==> src/rtl/dshot_pkg.sv <==
// ----------------------------------------------------------------------------
// dshot_pkg
// Shared types and constants for the dshot frame transmitter.
// ----------------------------------------------------------------------------
package dshot_pkg;

  localparam int GUARD_SLOTS_DEF = 3;
  localparam int BIT_COUNT       = 16;
  localparam int QUEUE_DEPTH     = 2;

  // one encoded frame: 11-bit value, telemetry bit, 4-bit checksum
  typedef logic [BIT_COUNT-1:0] frame_t;

  typedef struct packed {
    logic empty;
    logic full;
  } q_status_t;

endpackage

==> src/rtl/dshot_front.sv <==
// ----------------------------------------------------------------------------
// dshot_front
// Accepts motor requests, scales the throttle and builds the frame word.
// ----------------------------------------------------------------------------
module dshot_front (
  input  logic              clk,
  input  logic              rst_n,
  input  logic              in_valid,
  output logic              in_ready,
  input  logic              in_mode,
  input  logic [16:0]       in_throttle,
  input  logic [10:0]       in_command,
  input  logic              in_telemetry,
  input  logic              q_full,
  output logic              push,
  output dshot_pkg::frame_t push_frame
);

  localparam logic [15:0] FULL_SCALE = 16'h8000;
  localparam logic [10:0] THR_MUL    = 11'd1999;
  localparam logic [10:0] VALUE_BASE = 11'd48;

  logic        valid_r;
  logic        mode_r;
  logic        neg_r;
  logic        tel_r;
  logic [10:0] cmd_r;
  logic [26:0] prod_r;

  logic [15:0] t_clamped;
  logic        accept;
  logic [10:0] value;
  logic [11:0] word;
  logic [3:0]  csum;

  assign accept   = in_valid && in_ready;
  assign push     = valid_r && !q_full;
  assign in_ready = !valid_r || !q_full;

  // negative throttle is caught by the sign bit, above full clamps to full
  assign t_clamped = (in_throttle[15:0] > FULL_SCALE) ? FULL_SCALE : in_throttle[15:0];

  always_ff @(posedge clk) begin
    if (!rst_n) begin
      valid_r <= 1'b0;
    end else if (accept) begin
      valid_r <= 1'b1;
    end else if (push) begin
      valid_r <= 1'b0;
    end
  end

  always_ff @(posedge clk) begin
    if (accept) begin
      mode_r <= in_mode;
      neg_r  <= in_throttle[16];
      tel_r  <= in_telemetry;
      cmd_r  <= in_command;
      prod_r <= {11'd0, t_clamped} * {16'd0, THR_MUL};
    end
  end

  always_comb begin
    if (mode_r) begin
      value = cmd_r;
      word  = {cmd_r, tel_r};
    end else begin
      value = neg_r ? 11'd0 : (prod_r[25:15] + VALUE_BASE);
      word  = {value, 1'b0};
    end
    csum       = word[3:0] ^ word[7:4] ^ word[11:8];
    push_frame = {word, csum};
  end

endmodule

==> src/rtl/dshot_queue.sv <==
// ----------------------------------------------------------------------------
// dshot_queue
// Short frame queue between the request front end and the slot serializer.
// ----------------------------------------------------------------------------
module dshot_queue (
  input  logic                  clk,
  input  logic                  rst_n,
  input  logic                  push,
  input  dshot_pkg::frame_t     push_frame,
  input  logic                  pop,
  output dshot_pkg::frame_t     pop_frame,
  output dshot_pkg::q_status_t  status
);

  localparam int PTR_W = (dshot_pkg::QUEUE_DEPTH > 1) ? $clog2(dshot_pkg::QUEUE_DEPTH) : 1;
  localparam int CNT_W = $clog2(dshot_pkg::QUEUE_DEPTH + 1);
  localparam logic [CNT_W-1:0] DEPTH_C = CNT_W'(dshot_pkg::QUEUE_DEPTH);
  localparam logic [PTR_W-1:0] LAST_P  = PTR_W'(dshot_pkg::QUEUE_DEPTH - 1);

  dshot_pkg::frame_t entries_r [dshot_pkg::QUEUE_DEPTH];
  logic [PTR_W-1:0]  wr_ptr_r, wr_ptr_nxt;
  logic [PTR_W-1:0]  rd_ptr_r, rd_ptr_nxt;
  logic [CNT_W-1:0]  count_r,  count_nxt;

  assign status.empty = (count_r == '0);
  assign status.full  = (count_r == DEPTH_C);
  assign pop_frame    = entries_r[rd_ptr_r];

  always_comb begin
    wr_ptr_nxt = wr_ptr_r;
    rd_ptr_nxt = rd_ptr_r;
    count_nxt  = count_r;
    if (push) begin
      wr_ptr_nxt = (wr_ptr_r == LAST_P) ? '0 : wr_ptr_r + 1'b1;
    end
    if (pop) begin
      rd_ptr_nxt = (rd_ptr_r == LAST_P) ? '0 : rd_ptr_r + 1'b1;
    end
    if (push && !pop) begin
      count_nxt = count_r + 1'b1;
    end else if (pop && !push) begin
      count_nxt = count_r - 1'b1;
    end
  end

  always_ff @(posedge clk) begin
    if (!rst_n) begin
      wr_ptr_r <= '0;
      rd_ptr_r <= '0;
      count_r  <= '0;
    end else begin
      wr_ptr_r <= wr_ptr_nxt;
      rd_ptr_r <= rd_ptr_nxt;
      count_r  <= count_nxt;
    end
  end

  always_ff @(posedge clk) begin
    if (push) begin
      entries_r[wr_ptr_r] <= push_frame;
    end
  end

endmodule

==> src/rtl/dshot_serializer.sv <==
// ----------------------------------------------------------------------------
// dshot_serializer
// Walks a frame out as line slots: guard, high/bit/low per bit, guard.
// ----------------------------------------------------------------------------
module dshot_serializer #(
  parameter int GUARD_SLOTS = dshot_pkg::GUARD_SLOTS_DEF
) (
  input  logic                  clk,
  input  logic                  rst_n,
  input  dshot_pkg::q_status_t  q_status,
  input  dshot_pkg::frame_t     q_frame,
  output logic                  pop,
  output logic                  out_valid,
  input  logic                  out_ready,
  output logic                  out_level,
  output logic                  out_last
);

  localparam int FRAME_SLOTS = 2 * GUARD_SLOTS + 3 * dshot_pkg::BIT_COUNT;
  localparam int SLOT_W      = $clog2(FRAME_SLOTS);
  localparam logic [SLOT_W-1:0] DATA_FIRST = SLOT_W'(GUARD_SLOTS);
  localparam logic [SLOT_W-1:0] DATA_END   = SLOT_W'(GUARD_SLOTS + 3 * dshot_pkg::BIT_COUNT);
  localparam logic [SLOT_W-1:0] LAST_SLOT  = SLOT_W'(FRAME_SLOTS - 1);

  logic              busy_r,  busy_nxt;
  logic [SLOT_W-1:0] slot_r,  slot_nxt;
  logic [1:0]        phase_r, phase_nxt;
  dshot_pkg::frame_t shift_r, shift_nxt;
  logic              valid_r, valid_nxt;
  logic              level_r, level_nxt;
  logic              last_r,  last_nxt;

  logic can_issue;
  logic in_data;
  logic level;
  logic is_last;

  assign out_valid = valid_r;
  assign out_level = level_r;
  assign out_last  = last_r;
  assign can_issue = !valid_r || out_ready;
  assign in_data   = (slot_r >= DATA_FIRST) && (slot_r < DATA_END);
  assign is_last   = (slot_r == LAST_SLOT);

  always_comb begin
    level = 1'b0;
    if (in_data) begin
      case (phase_r)
        2'd0:    level = 1'b1;
        2'd1:    level = shift_r[dshot_pkg::BIT_COUNT-1];
        default: level = 1'b0;
      endcase
    end
  end

  always_comb begin
    busy_nxt  = busy_r;
    slot_nxt  = slot_r;
    phase_nxt = phase_r;
    shift_nxt = shift_r;
    valid_nxt = valid_r && !out_ready;
    level_nxt = level_r;
    last_nxt  = last_r;
    pop       = 1'b0;
    if (busy_r && can_issue) begin
      valid_nxt = 1'b1;
      level_nxt = level;
      last_nxt  = is_last;
      slot_nxt  = slot_r + 1'b1;
      if (in_data) begin
        phase_nxt = (phase_r == 2'd2) ? 2'd0 : phase_r + 2'd1;
        if (phase_r == 2'd2) begin
          shift_nxt = {shift_r[dshot_pkg::BIT_COUNT-2:0], 1'b0};
        end
      end
      if (is_last) begin
        // back to back frames: pick up the next one as this one ends
        busy_nxt  = !q_status.empty;
        pop       = !q_status.empty;
        slot_nxt  = '0;
        phase_nxt = 2'd0;
        shift_nxt = q_status.empty ? shift_r : q_frame;
      end
    end else if (!busy_r && !q_status.empty) begin
      pop       = 1'b1;
      busy_nxt  = 1'b1;
      slot_nxt  = '0;
      phase_nxt = 2'd0;
      shift_nxt = q_frame;
    end
  end

  always_ff @(posedge clk) begin
    if (!rst_n) begin
      busy_r  <= 1'b0;
      slot_r  <= '0;
      phase_r <= 2'd0;
      shift_r <= '0;
      valid_r <= 1'b0;
    end else begin
      busy_r  <= busy_nxt;
      slot_r  <= slot_nxt;
      phase_r <= phase_nxt;
      shift_r <= shift_nxt;
      valid_r <= valid_nxt;
    end
  end

  always_ff @(posedge clk) begin
    level_r <= level_nxt;
    last_r  <= last_nxt;
  end

endmodule

==> src/rtl/dshot_frame_transmitter.sv <==
// ----------------------------------------------------------------------------
// dshot_frame_transmitter
// Motor request to dshot line slots: scale, checksum, queue, serialize.
// ----------------------------------------------------------------------------
// path: front request register, queue entry, serializer shift and output registers
// throughput: one slot per cycle unless out_tready stalls; 2*GUARD_SLOTS+48 slots
//   per frame (54 at default) by the serializer; queued frames follow with no gap
// a two-entry frame queue lets requests be taken while a frame is sent
// reset: synchronous active low, clears the queue and all valid state
module dshot_frame_transmitter #(
  parameter int GUARD_SLOTS = dshot_pkg::GUARD_SLOTS_DEF
) (
  input  logic        clk,
  input  logic        rst_n,
  input  logic        in_tvalid,
  output logic        in_tready,
  input  logic [31:0] in_tdata,   // throttle[16:0], command[27:17], telemetry[28]
  input  logic        in_tuser,   // mode[0]
  output logic        out_tvalid,
  input  logic        out_tready,
  output logic [7:0]  out_tdata,  // line_level[0]
  output logic        out_tlast
);

  logic                 push;
  logic                 pop;
  dshot_pkg::frame_t    push_frame;
  dshot_pkg::frame_t    pop_frame;
  dshot_pkg::q_status_t q_status;
  logic                 level;

  dshot_front u_front (
    .clk          (clk),
    .rst_n        (rst_n),
    .in_valid     (in_tvalid),
    .in_ready     (in_tready),
    .in_mode      (in_tuser),
    .in_throttle  (in_tdata[16:0]),
    .in_command   (in_tdata[27:17]),
    .in_telemetry (in_tdata[28]),
    .q_full       (q_status.full),
    .push         (push),
    .push_frame   (push_frame)
  );

  dshot_queue u_queue (
    .clk        (clk),
    .rst_n      (rst_n),
    .push       (push),
    .push_frame (push_frame),
    .pop        (pop),
    .pop_frame  (pop_frame),
    .status     (q_status)
  );

  dshot_serializer #(
    .GUARD_SLOTS (GUARD_SLOTS)
  ) u_serializer (
    .clk       (clk),
    .rst_n     (rst_n),
    .q_status  (q_status),
    .q_frame   (pop_frame),
    .pop       (pop),
    .out_valid (out_tvalid),
    .out_ready (out_tready),
    .out_level (level),
    .out_last  (out_tlast)
  );

  assign out_tdata = {7'd0, level};

endmodule

==> config.mk <==
export PLATFORM = sky130hd
export DESIGN_NAME = dshot_frame_transmitter
export DESIGN_NICKNAME = d
export VERILOG_FILES = /design/src/rtl/dshot_pkg.sv /design/src/rtl/dshot_front.sv /design/src/rtl/dshot_queue.sv /design/src/rtl/dshot_serializer.sv /design/src/rtl/dshot_frame_transmitter.sv
export SDC_FILE = /design/constraint.sdc
export NUM_CORES = 1
export LEC_CHECK = 0
export BUFFER_PORTS_ARGS = -buffer_cell sky130_fd_sc_hd__buf_2
export CORE_MARGIN = 2
export CORE_UTILIZATION = 50
export DETAILED_ROUTE_END_ITERATION = 8
export PLACE_DENSITY = 0.78
export SETUP_SLACK_MARGIN = 0.15
export SLEW_MARGIN = 15
export SYNTH_ARGS = -nofsm -noshare
export SYNTH_HDL_FRONTEND = slang
export SYNTH_SLANG_ARGS = --single-unit
export TNS_END_PERCENT = 20
==> constraint.sdc <==
create_clock -name clk -period 7.6 [get_ports clk]
set_clock_uncertainty 0.05 [all_clocks]
set_input_delay 1.9 -clock clk [delete_from_list [all_inputs] [get_ports clk]]
set_output_delay 1.9 -clock clk [all_outputs]
set_load 0.01 [all_outputs]
== Word level (Yosys, flattened, before mapping) ==
Memories as Yosys holds them, arrays and structs flattened. A register that Yosys moved wholly into a read port is not among the register bits.
Cells that the tools add are included.
Storage, ports and cells
  flip-flop bits (word level): 73
  latch bits: 0
  bits in writable memories: 32
  ROM bits: 0
  input bits: 37
  output and inout bits: 11
  logic and storage cells: 99
  memories: 1
Memory list
  u_queue.entries_r: depth 2, bits a word 16, rd ports 1, clocked after Yosys merged registers in 1, wr ports 1, RTL line dshot_queue.sv:20  | dshot_pkg::frame_t entries_r [dshot_pkg::QUEUE_DEPTH];
Operators by class
  $add $sub $neg: 7
  multipliers: 1
  divide/modulo/power cells: 0
  magnitude comparators: 3
  eq/ne operators: 8
  shift operators: 0
  mux-type cells: 35
  bitwise gates (word level): 2
  reduce and logical (&&, ||, !) cells: 26
Operator list (count)
  2-to-1 mux 16 bit: 7
  multiplier 16 x 11 -> 26 bit, second input constant: 1
  2-to-1 mux 6 bit: 3
  greater-than comparator 16 bit, second input constant: 1
  2-to-1 mux 1 bit: 15
  2-to-1 mux 2 bit: 7
  2-to-1 mux 12 bit: 1
  adder 11 x 6 -> 11 bit, second input constant: 1
  2-to-1 mux 11 bit: 1
  logical AND 1 bit: 8
  logical NOT 1 bit: 8
  bitwise XOR 4 bit: 2
  adder 6 x 1 -> 6 bit, second input constant: 1
  == test 6 bit, second input constant: 1
  >= comparator 6 x 2 -> 1 bit, second input constant: 1
  less-than comparator 6 bit, second input constant: 1
  nonzero test 2 bit: 3
  adder 2 x 1 -> 2 bit, second input constant: 2
  == test 2 bit, second input constant: 2
  logical NOT 2 bit: 2
  AND reduction 2 bit: 2
  AND reduction 4 bit: 1
  inequality test 3 x 1 -> 1 bit, second input constant: 1
  inequality test 3 x 2 -> 1 bit, second input constant: 1
  7 further kinds: 9

== Depth between registers and ports, before layout ==
Gate-level depths: netlist (run 1).
  word-level depth: 8
  depth in mapped cells: 22
  mapped depth without buffers: 20

== Hierarchy ==
Synthesis (run 1) repeated with hierarchy kept, for this count alone.
Unflattened totals
  cells, all modules: 782
  area total of the unflattened synthesis: 8216.6 um^2
By module, submodules not included
  dshot_front: times used 1, cells an instance 485, area each 4932.2 um^2, sequential area each 770.7 um^2
  dshot_serializer: times used 1, cells an instance 216, area each 1848.0 um^2, sequential area each 580.6 um^2
  dshot_queue: times used 1, cells an instance 72, area each 1372.6 um^2, sequential area each 1061.0 um^2
  dshot_frame_transmitter: times used 1, cells an instance 9, area each 63.8 um^2, sequential area each 0.0 um^2

== Worst setup path before layout (run 1) ==
Ideal clock, no wire load.
  kind: input -> register
  from: input port in_tdata[15]
  to: register u_front.prod_r[25], data pin
  library setup time: 0.135 ns
  arrival time: 6.963 ns
  data required time: 7.415 ns
  path slack: 0.452 ns
  stages: 21
  buffers on the path: 1
  cells stage by stage: inv_1 > clkbuf_1 > a41oi_1 > nand2b_1 > inv_1 > fa_1 > inv_1 > fa_1 > inv_1 > fa_1 > fa_1 > inv_1 > fa_1 > inv_1 > ha_1 > and4_1 > and2_1 > a41oi_1 > a211oi_1 > or3_1 > nand3_1
Between the ends
  cells in the longest elaborated chain, start to end: 3
Ends and longest elaborated chain
  start, declared: RTL line dshot_frame_transmitter.sv:17  | input logic [31:0] in_tdata,
  greater-than comparator 16 bit: RTL line dshot_front.sv:41  | assign t_clamped = (in_throttle[15:0] > FULL_SCALE) ? FULL_SCALE : in_throttle[15:0];
  2-to-1 mux 16 bit (*): RTL line dshot_front.sv:41
  multiplier 16 x 11 -> 26 bit (*): RTL line dshot_front.sv:59  | prod_r <= {11'd0, t_clamped} * {16'd0, THR_MUL};
  end signal, assigned: RTL line dshot_front.sv:59
  end, declared: RTL line dshot_front.sv:28  | logic [26:0] prod_r;
Mark *: on every way between the ends. The rest lies on a longest branch, timed or not.
A chain may end at the register's enable or synchronous reset.

== Worst setup path after layout (run 1) ==
  from: input port in_tdata[14]
  to: register u_front.prod_r[25], data pin
The elaborated chain is that of the path after synthesis.

==> flow_metrics.env, run 1 <==
export IMPL_detail_route_wl_per_cell_um=14.3
export IMPL_synth_edf_count=59
export IMPL_cts_tree="built"
export IMPL_layout_nets=982
export IMPL_p_leak_nw=3.91
export IMPL_cp_start_kind="input pin"
export IMPL_intPower_mw=1.67
export IMPL_crit_fanout=4
export IMPL_core_mm2=0.0153
export IMPL_clkSlewWorstSetupHoldPaths_ns=0.06
export IMPL_syn2layout_area_growth_pct=8.85
export IMPL_cts_max_path_buffers=2
export IMPL_crit_type="input pin to register"
export IMPL_antenna_found_initial=0
export IMPL_place_inst=990
export IMPL_instances_no_fill=1006
export IMPL_grt_overflow=0
export IMPL_setup_viol=0
export IMPL_drive_above_1_share_pct=9.81
export IMPL_maxSlewHeadroom_pct=30.6
export IMPL_hp_class="register to register"
export IMPL_outcome="completed"
export IMPL_clockRootBuffer="clkbuf_16"
export IMPL_dieHeight_um=129
export IMPL_grt_total_usage_pct=18.1
export IMPL_dieArea_mm2=0.0168
export IMPL_crit_required_ns=7.75
export IMPL_peakVddDrop_uv=211
export IMPL_drt_iter0_markers=257
export IMPL_timing_hold_ws_ns=0.404
export IMPL_grt_max_degree=43
export IMPL_synth_top_cell_by_area="edfxtp_1"
export IMPL_fmax_mhz=140
export IMPL_slew_violations=0
export IMPL_n_antenna_cell=0
export IMPL_power_density_mw_per_mm2=337
export IMPL_total_power_mw=2.89
export IMPL_yosys_warnings=0
export IMPL_p_comb_share_pct=59.0
export IMPL_wl_um=14400
export IMPL_ios=48
export IMPL_grt_pass1_vias=5109
export IMPL_insertion_delay_ns=0.33
export IMPL_dpl_cell_area_mm2=0.00830
export IMPL_cts_buffers=9
export IMPL_cts_max_level=3
export IMPL_ant_nets=0
export IMPL_grt_pass1_wl_um=23900
export IMPL_post_route_period_util_pct=93.8
export IMPL_ff2ff_setup_slack_ns=5.31
export IMPL_synth_top_area_share_pct=22.5
export IMPL_fin_crit_ns=7.13
export IMPL_crit_arrival_ns=7.28
export IMPL_power_frac_clock_pct=13.5
export IMPL_p_switching_mw=1.22
export IMPL_drcViolationCount=0
export IMPL_ys_ff_latch=91
export IMPL_firstDrtPassIters=4
export IMPL_cap_violations=0
export IMPL_sequentialPowerShare_pct=27.5
export IMPL_via_per_inst=5.13
export IMPL_tightest_slew_ns=1.04
export IMPL_netlist_cell_type_count=61
export IMPL_gp_congestion=0.902
export IMPL_synth_cells=750
export IMPL_async_reset_ff_share_pct=0
export IMPL_cts_hold_buf=0
export IMPL_initial_core_util_pct=51.4
export IMPL_crit_path_end_kind="register"
export IMPL_ys_flop_type="edfxtp_1"
export IMPL_fp_dieW_um=129
export IMPL_dp_hpwl_um=11600
export IMPL_rsz0062_at_grt="true"
export IMPL_num_vias=5165
export IMPL_synth_area_mm2=0.00787
export IMPL_port_buffers=37
export IMPL_final_area_mm2=0.00857
export IMPL_rows=45
export IMPL_ys_seq_area_share_pct=30.6
export IMPL_finalSetupTns_ns=0
export IMPL_avgSynthCellArea_um2=10.5
export IMPL_swShare_pct=42.1
export IMPL_numClockSinks=91
export IMPL_synth_area_top_cells="edfxtp_1 23%, fa_1 22%, ha_1 11%, dfxtp_1 8.1%, inv_1 7.2%"
export IMPL_finalHoldViolCount=0
[cell usage after synthesis (all sizes together) (7+ instances only)]
library cell  count
buf              16
a21oi            19
clkbuf           15
nor2b            18
edfxtp           59
and2             13
xnor2            24
nand2            50
nand3             8
nor2             17
dfxtp            32
and3              7
a21boi           19
mux2i            18
a22o              7
o21ai            17
fa               87
ha               68
o211ai           19
inv             152
[cell families (layout without fill, tap and decap cells)]
group	after synthesis	after routing	share of synthesized area, %
xor gates and xnor gates	29	29	3.42
AOI/OAI and AO/OA	122	122	11.3
other	1	9	0.0476
and+or+nand+nor	150	150	9.89
buffers and inverters	183	220	9.31
muxes	19	19	2.43
DFF	91	91	30.6
adders and majority gates	155	155	32.9
[placed cells by master, fill, tap and decap left out, types with 5 or more instances in the layout]
cell type,instances
inv_1,152
fa_1,87
ha_1,68
edfxtp_1,59
nand2_1,50
buf_2,37
dfxtp_1,32
xnor2_1,24
nor2b_1,18
o211ai_1,18
mux2i_1,18
nor2_1,17
a21oi_1,17
a21boi_1,16
buf_4,15
o21ai_0,14
and2_1,13
conb_1,9
clkbuf_16,9
nand3_1,8
and3_1,7
a22o_1,7
nand2b_1,6
nor3_1,6
a21o_1,6
nand4_1,5
a211oi_1,5
o21a_1,5
[worst paths after layout]
| path | start | endpoint | depth (start not counted) |
|---|---|---|---|
| max | in_tdata[14] | u_front.prod_r[25]$_DFFE_PP_ | 21 |
| min | u_serializer.shift_r[0]$_SDFFE_PN0P_ | u_serializer.shift_r[0]$_SDFFE_PN0P_ | 2 |
| max reg2reg | u_serializer.slot_r[0]$_SDFFE_PN0N_ | u_queue.count_r[1]$_SDFFE_PN0P_ | 7 |
| min reg2reg | u_serializer.shift_r[0]$_SDFFE_PN0P_ | u_serializer.shift_r[0]$_SDFFE_PN0P_ | 2 |
[state kept, by name, summed over array words and instances, names as in the netlist, named ones only]
| signal | flops |
|---|---|
| u_serializer.phase_r | 2 |
| u_queue.wr_ptr_r | 1 |
| u_serializer.out_valid | 1 |
| u_queue.count_r | 2 |
| u_serializer.shift_r | 16 |
| u_front.neg_r | 1 |
| u_front.valid_r | 1 |
| u_front.mode_r | 1 |
| u_queue.rd_ptr_r | 1 |
| u_serializer.slot_r | 6 |
| u_front.tel_r | 1 |
| u_front.cmd_r | 11 |
| u_queue.entries_r | 32 |
| u_serializer.out_level | 1 |
| u_serializer.busy_r | 1 |
| u_front.prod_r | 11 |
| u_serializer.out_last | 1 |
[metrics by stage]
| stage | util (%) | setup WS (ns) |
|---|---|---|
| finish | 55.9 | 0.468 |
| global route | 55.9 | 0.0898 |
| CTS | 55.9 | 0.385 |
| detailed placement | 54.2 | 0.0633 |
| global placement | 54.2 | 0.151 |
| floorplan | - | 0.452 |
[per-layer routing]
layer,GRT usage [%],routed length (um),part of all wire (%),vias up
met4,4.55,170,1.2,0
met3,2.27,429,3.0,14
met2,32.3,7350,51,76
met5,0,0,0,-
met1,23.5,6430,45,2517
li1,-,-,-,2558
[final cells by class]
type	instances	area (um2)
repair buffers	52	298
fillers	1297	6750
multi-input cells	484	4770
inverters	152	571
clock inverters	3	15.0
clock buffers	13	240
flip-flops and latches	91	2410
well taps	211	264
[power groups by stage]
| stage | Clock (mW) | Sequential [mW] | Combinational [mW] |
|---|---|---|---|
| after floorplan | 0 | 0.765 | 1.37 |
| after global placement | 0 | 0.798 | 1.64 |
| after detailed placement | 0 | 0.803 | 1.69 |
| after CTS | 0.393 | 0.795 | 1.71 |
| after global routing | 0.411 | 0.810 | 1.97 |
| final | 0.389 | 0.795 | 1.71 |
[repair_timing]
action                                  CTS  global route
setup buffers                             0             0
endpoints found under the setup margin    0             3
resized for setup                         0             2
[critical path, stage by stage]
cell	delay, ns
buf_2	0.11
nor4_1	0.34
a41oi_1	0.18
nand2b_1	0.19
inv_1	0.14
fa_1	0.44
inv_1	0.09
fa_1	0.42
inv_1	0.10
fa_1	0.42
fa_1	0.55
inv_1	0.06
fa_1	0.53
inv_1	0.04
ha_1	0.32
and4_1	0.21
and2_1	0.19
a41oi_1	0.40
a211oi_2	0.17
or3_1	0.39
nand3_1	0.09
(Power assumes the default switching activity.)
==> inputs of run 2 (changes only) <==
Settings changed: PLACE_DENSITY 0.78 to 0.68.
==> flow_metrics.env, run 2 (same netlist as run 1, synthesis figures left out) <==
export IMPL_post_route_period_util_pct=93.3
export IMPL_gp_congestion=0.897
export IMPL_maxSlewHeadroom_pct=36.6
export IMPL_wl_met3_um=498
export IMPL_p_comb_share_pct=58.8
export IMPL_cts_buffers=9
export IMPL_grt_pass1_vias=5430
export IMPL_fmax_mhz=141
export IMPL_grt_overflow=0
export IMPL_port_buffers=37
export IMPL_cts_tree="built"
export IMPL_total_power_mw=3.03
export IMPL_final_cell_mix="152 x inv_1, 87 x fa_1, 68 x ha_1"
export IMPL_numClockSinks=91
export IMPL_largest_register_ffs=32
export IMPL_grt_total_usage_pct=19.7
export IMPL_antenna_found_initial=0
export IMPL_grt_max_degree=44
export IMPL_sequentialPowerShare_pct=26.2
export IMPL_rsz0062_at_grt="false"
export IMPL_cap_violations=0
export IMPL_cp_start_kind="input pin"
export IMPL_fillCellCount=1368
export IMPL_detail_route_wl_per_cell_um=15.3
export IMPL_n_antenna_cell=0
export IMPL_drt_met1_wl_um=6960
export IMPL_clockRootBuffer="clkbuf_16"
export IMPL_num_vias=5223
export IMPL_finalSetupTns_ns=0
export IMPL_multi_input_area_mm2=0.00476
export IMPL_drt_iter0_markers=206
export IMPL_power_frac_clock_pct=15.0
export IMPL_swShare_pct=41.9
export IMPL_crit_type="input pin to register"
export IMPL_regMostFlops="u_queue.entries_r"
export IMPL_ant_nets=0
export IMPL_regArea_mm2=0.00241
export IMPL_via_per_inst=5.15
export IMPL_drcViolationCount=0
export IMPL_dpl_cell_area_mm2=0.00835
export IMPL_syn2layout_area_growth_pct=10.3
export IMPL_fp_dieW_um=129
export IMPL_intPower_mw=1.76
export IMPL_peakVddDrop_uv=187
export IMPL_initial_core_util_pct=51.4
export IMPL_layout_nets=990
export IMPL_final_area_mm2=0.00869
export IMPL_insertion_delay_ns=0.34
export IMPL_firstDrtPassIters=4
export IMPL_hp_class="register to register"
export IMPL_fin_crit_ns=7.09
export IMPL_dieArea_mm2=0.0168
export IMPL_drive_above_1_share_pct=11.1
export IMPL_crit_arrival_ns=7.24
export IMPL_finalHoldViolCount=0
export IMPL_cts_max_path_buffers=2
export IMPL_final_common_cell="inv_1"
export IMPL_crit_fanout=4
export IMPL_crit_required_ns=7.75
export IMPL_dieHeight_um=129
export IMPL_core_mm2=0.0153
export IMPL_crit_path_end_kind="register"
export IMPL_power_density_mw_per_mm2=349
export IMPL_p_leak_nw=3.98
export IMPL_ff2ff_setup_slack_ns=5.18
export IMPL_largestRegisters="u_queue.entries_r: 32 flops, u_serializer.shift_r: 16 flops"
export IMPL_wl_met2_um=7850
export IMPL_cts_max_level=3
export IMPL_p_switching_mw=1.27
export IMPL_clkSlewWorstSetupHoldPaths_ns=0.06
export IMPL_grt_pass1_wl_um=25800
export IMPL_outcome="completed"
export IMPL_slew_violations=0
export IMPL_dp_hpwl_um=12600
export IMPL_top_layer="met4"
export IMPL_setup_viol=0
export IMPL_rows=45
export IMPL_wl_um=15500
export IMPL_ios=48
export IMPL_tightest_slew_ns=0.950
[run 2: metrics by stage]
stage | setup slack (ns) | hold WS, ns | util, % | cells
after floorplan | 0.452 | 0.381 | - | 758
after global placement | 0.215 | 0.390 | 54.5 | 997
after CTS | 0.466 | 0.404 | 56.6 | 1013
after detailed placement | 0.120 | 0.396 | 54.5 | 997
after global routing | 0.156 | 0.418 | 56.7 | 1014
final | 0.512 | 0.404 | 56.7 | 1014
[run 2: worst paths after layout]
kind                                        start                                    end  cells after the start
max                                  in_tdata[13]           u_front.prod_r[25]$_DFFE_PP_                     22
min          u_serializer.shift_r[0]$_SDFFE_PN0P_   u_serializer.shift_r[0]$_SDFFE_PN0P_                      2
max reg2reg   u_serializer.slot_r[0]$_SDFFE_PN0N_  u_serializer.shift_r[14]$_SDFFE_PN0P_                      8
min reg2reg  u_serializer.shift_r[0]$_SDFFE_PN0P_   u_serializer.shift_r[0]$_SDFFE_PN0P_                      2
[run 2: layout make-up]
| cell class | count | share of cell area, % |
|---|---|---|
| Sequential cell | 91 | 27.8 |
| Clock inverter | 4 | 0.317 |
| Timing Repair Buffer | 60 | 4.16 |
| Tap cell | 211 | 3.04 |
| Inverter | 152 | 6.57 |
| Clock buffer | 12 | 3.33 |
| Multi-Input combinational cell | 484 | 54.8 |
[run 2: per-layer routing]
layer | vias up | global-route usage [%]
met5 | - | 0
met4 | 0 | 5.88
met3 | 14 | 2.48
met2 | 80 | 34.8
met1 | 2548 | 25.5
li1 | 2581 | -
[run 2: timing repair]
| action | CTS | global route |
|---|---|---|
| hold buffers | 0 | 0 |
| buffers inserted | 0 | 0 |
| gates resized for setup | 0 | 1 |
| endpoints found under the setup margin | 0 | 2 |
[run 2: critical path, stage by stage]
cell	delay, ns
buf_2	0.10
nor4_1	0.27
buf_4	0.16
a41oi_1	0.10
nand2b_1	0.19
inv_1	0.10
fa_1	0.44
inv_1	0.09
fa_1	0.41
inv_1	0.09
fa_1	0.41
fa_1	0.55
inv_1	0.06
fa_1	0.55
inv_1	0.05
ha_1	0.33
and4_1	0.22
and2_1	0.18
a41oi_1	0.38
a211oi_2	0.16
or3_1	0.39
nand3_1	0.09
[run 2: power by group through the flow]
stage / logic, mW / registers (mW) / clock network [mW]
after global placement: 1.72 / 0.799 / 0
final: 1.78 / 0.793 / 0.455
after detailed placement: 1.77 / 0.803 / 0
after CTS: 1.79 / 0.794 / 0.463
after global routing: 2.04 / 0.808 / 0.481
after floorplan: 1.37 / 0.765 / 0
==> inputs of run 3 (changes only) <==
Settings changed: CORE_UTILIZATION 50 to 37, PLACE_DENSITY 0.68 to 0.53.
==> flow_metrics.env, run 3 (same netlist as run 1, synthesis figures left out) <==
export IMPL_port_buffers=37
export IMPL_num_vias=5128
export IMPL_finalHoldViolCount=0
export IMPL_cts_tree="built"
export IMPL_cts_buffers=9
export IMPL_rr_worst_depth=8
export IMPL_final_common_cell="inv_1"
export IMPL_hold_path_end="u_serializer.shift_r[0]$_SDFFE_PN0P_"
export IMPL_sequentialPowerShare_pct=26.6
export IMPL_grt_pass1_vias=5137
export IMPL_setup_viol=0
export IMPL_crit_fanout=4
export IMPL_cts_max_level=3
export IMPL_largestRegisters="u_queue.entries_r: 32 flops, u_serializer.shift_r: 16 flops"
export IMPL_core_mm2=0.0210
export IMPL_drive_above_1_share_pct=11.3
export IMPL_firstDrtPassIters=4
export IMPL_grt_pass1_wl_um=26300
export IMPL_detail_route_wl_per_cell_um=14.7
export IMPL_crit_arrival_ns=7.09
export IMPL_cts_max_path_buffers=2
export IMPL_layout_nets=992
export IMPL_post_cts_buffers=0
export IMPL_slew_violations=0
export IMPL_maxSlewHeadroom_pct=32.9
export IMPL_outcome="completed"
export IMPL_crit_required_ns=7.63
export IMPL_initial_core_util_pct=37.6
export IMPL_wl_um=15800
export IMPL_regMostFlops="u_queue.entries_r"
export IMPL_gp_congestion=0.813
export IMPL_p_leak_nw=3.97
export IMPL_drcViolationCount=0
export IMPL_cap_violations=0
export IMPL_fin_crit_ns=7.05
export IMPL_fp_dieW_um=150
export IMPL_grt_max_degree=44
export IMPL_dieHeight_um=150
export IMPL_ctsResizeCount=0
export IMPL_p_switching_mw=1.25
export IMPL_antenna_found_initial=0
export IMPL_reg2reg_from="u_serializer.slot_r[0]$_SDFFE_PN0N_"
export IMPL_syn2layout_area_growth_pct=11.0
export IMPL_ant_nets=0
export IMPL_r2r_end="u_serializer.shift_r[1]$_SDFFE_PN0P_"
export IMPL_numClockSinks=91
export IMPL_whs_path_depth=2
export IMPL_grt_overflow=0
export IMPL_cp_start_kind="input pin"
export IMPL_post_route_period_util_pct=92.8
export IMPL_dp_hpwl_um=13000
export IMPL_worstHoldStart="u_serializer.shift_r[0]$_SDFFE_PN0P_"
export IMPL_grt_total_usage_pct=15.0
export IMPL_fmax_mhz=142
export IMPL_power_frac_clock_pct=14.2
export IMPL_finalSetupTns_ns=0
export IMPL_hp_class="register to register"
export IMPL_peakVddDrop_uv=172
export IMPL_largest_register_ffs=32
export IMPL_final_cell_mix="152 x inv_1, 87 x fa_1, 68 x ha_1"
export IMPL_drt_iter0_markers=167
export IMPL_p_comb_share_pct=59.3
export IMPL_intPower_mw=1.73
export IMPL_dieArea_mm2=0.0225
export IMPL_utilization_pct=41.7
export IMPL_swShare_pct=41.9
export IMPL_cts_hold_buf=0
export IMPL_rsz0062_at_grt="false"
export IMPL_insertion_delay_ns=0.34
export IMPL_power_density_mw_per_mm2=341
export IMPL_ff2ff_setup_slack_ns=5.22
export IMPL_ios=48
export IMPL_n_antenna_cell=0
export IMPL_crit_type="input pin to register"
export IMPL_clockRootBuffer="clkbuf_16"
export IMPL_crit_path_end_kind="register"
export IMPL_tightest_slew_ns=1.00
export IMPL_clkSlewWorstSetupHoldPaths_ns=0.06
export IMPL_rows=53
export IMPL_via_per_inst=4.75
[run 3: critical path: stages]
cell      delay, ns
buf_2          0.10
nor4_1         0.27
buf_4          0.15
a41oi_1        0.10
nand2b_1       0.19
inv_1          0.09
fa_1           0.43
inv_1          0.09
fa_1           0.41
inv_1          0.10
fa_1           0.42
fa_1           0.55
inv_1          0.06
fa_1           0.53
inv_1          0.04
ha_1           0.32
nand4_1        0.17
a211oi_1       0.21
a211oi_1       0.10
buf_4          0.16
a211oi_1       0.42
nor3_1         0.12
xnor2_1        0.14
[run 3: layout make-up]
type / instances / area [um2]
Clock inverter: 4 / 23.8
Sequential cell: 91 / 2410
Fill cell: 2140 / 12200
Tap cell: 275 / 344
Timing Repair Buffer: 62 / 373
Inverter: 152 / 571
Clock buffer: 12 / 260
Multi-Input combinational cell: 484 / 4760
[run 3: how the worst max path moves through the flow]
| stage | startpoint | end | slack, ns | depth (start not counted) |
|---|---|---|---|---|
| 2_1_floorplan | in_tdata[15] | u_front.prod_r[25]$_DFFE_PP_ | 0.45 | 21 |
| 3_3_place_gp | in_tdata[13] | u_front.prod_r[25]$_DFFE_PP_ | 0.15 | 23 |
| 3_5_place_dp | in_tdata[13] | u_front.prod_r[24]$_DFFE_PP_ | 0.11 | 23 |
| 4_1_cts | in_tdata[13] | u_front.prod_r[24]$_DFFE_PP_ | 0.46 | 23 |
| 5_1_grt | in_tdata[13] | u_front.prod_r[24]$_DFFE_PP_ | 0.16 | 24 |
| 6_report | in_tdata[13] | u_front.prod_r[24]$_DFFE_PP_ | 0.55 | 23 |
[run 3: power by group through the flow]
stage / clock network (mW) / logic, mW / registers (mW)
after global placement: 0 / 1.78 / 0.803
final: 0.422 / 1.77 / 0.792
after CTS: 0.431 / 1.80 / 0.794
after detailed placement: 0 / 1.78 / 0.804
after floorplan: 0 / 1.37 / 0.765
after global routing: 0.453 / 2.05 / 0.808
[run 3: per-stage QoR]
step / instances / hold slack, ns / setup slack [ns] / instance area (um2) / power [mW]
3_5_place_dp: 1064 / 0.392 / 0.114 / 8460 / 2.59
5_1_grt: 1080 / 0.425 / 0.155 / 8740 / 3.32
4_1_cts: 1080 / 0.400 / 0.463 / 8740 / 3.02
2_1_floorplan: 758 / 0.381 / 0.452 / 7900 / 2.14
6_report: 1080 / 0.400 / 0.545 / 8740 / 2.98
3_3_place_gp: 1064 / 0.388 / 0.146 / 8460 / 2.58
[run 3: routing by layer]
layer | wire [um] | track usage, % | vias up
met5 | 0 | 0 | -
met4 | 114 | 2.50 | 0
met3 | 543 | 2.10 | 8
met2 | 7400 | 24.3 | 61
met1 | 7790 | 21.7 | 2482
li1 | - | - | 2577
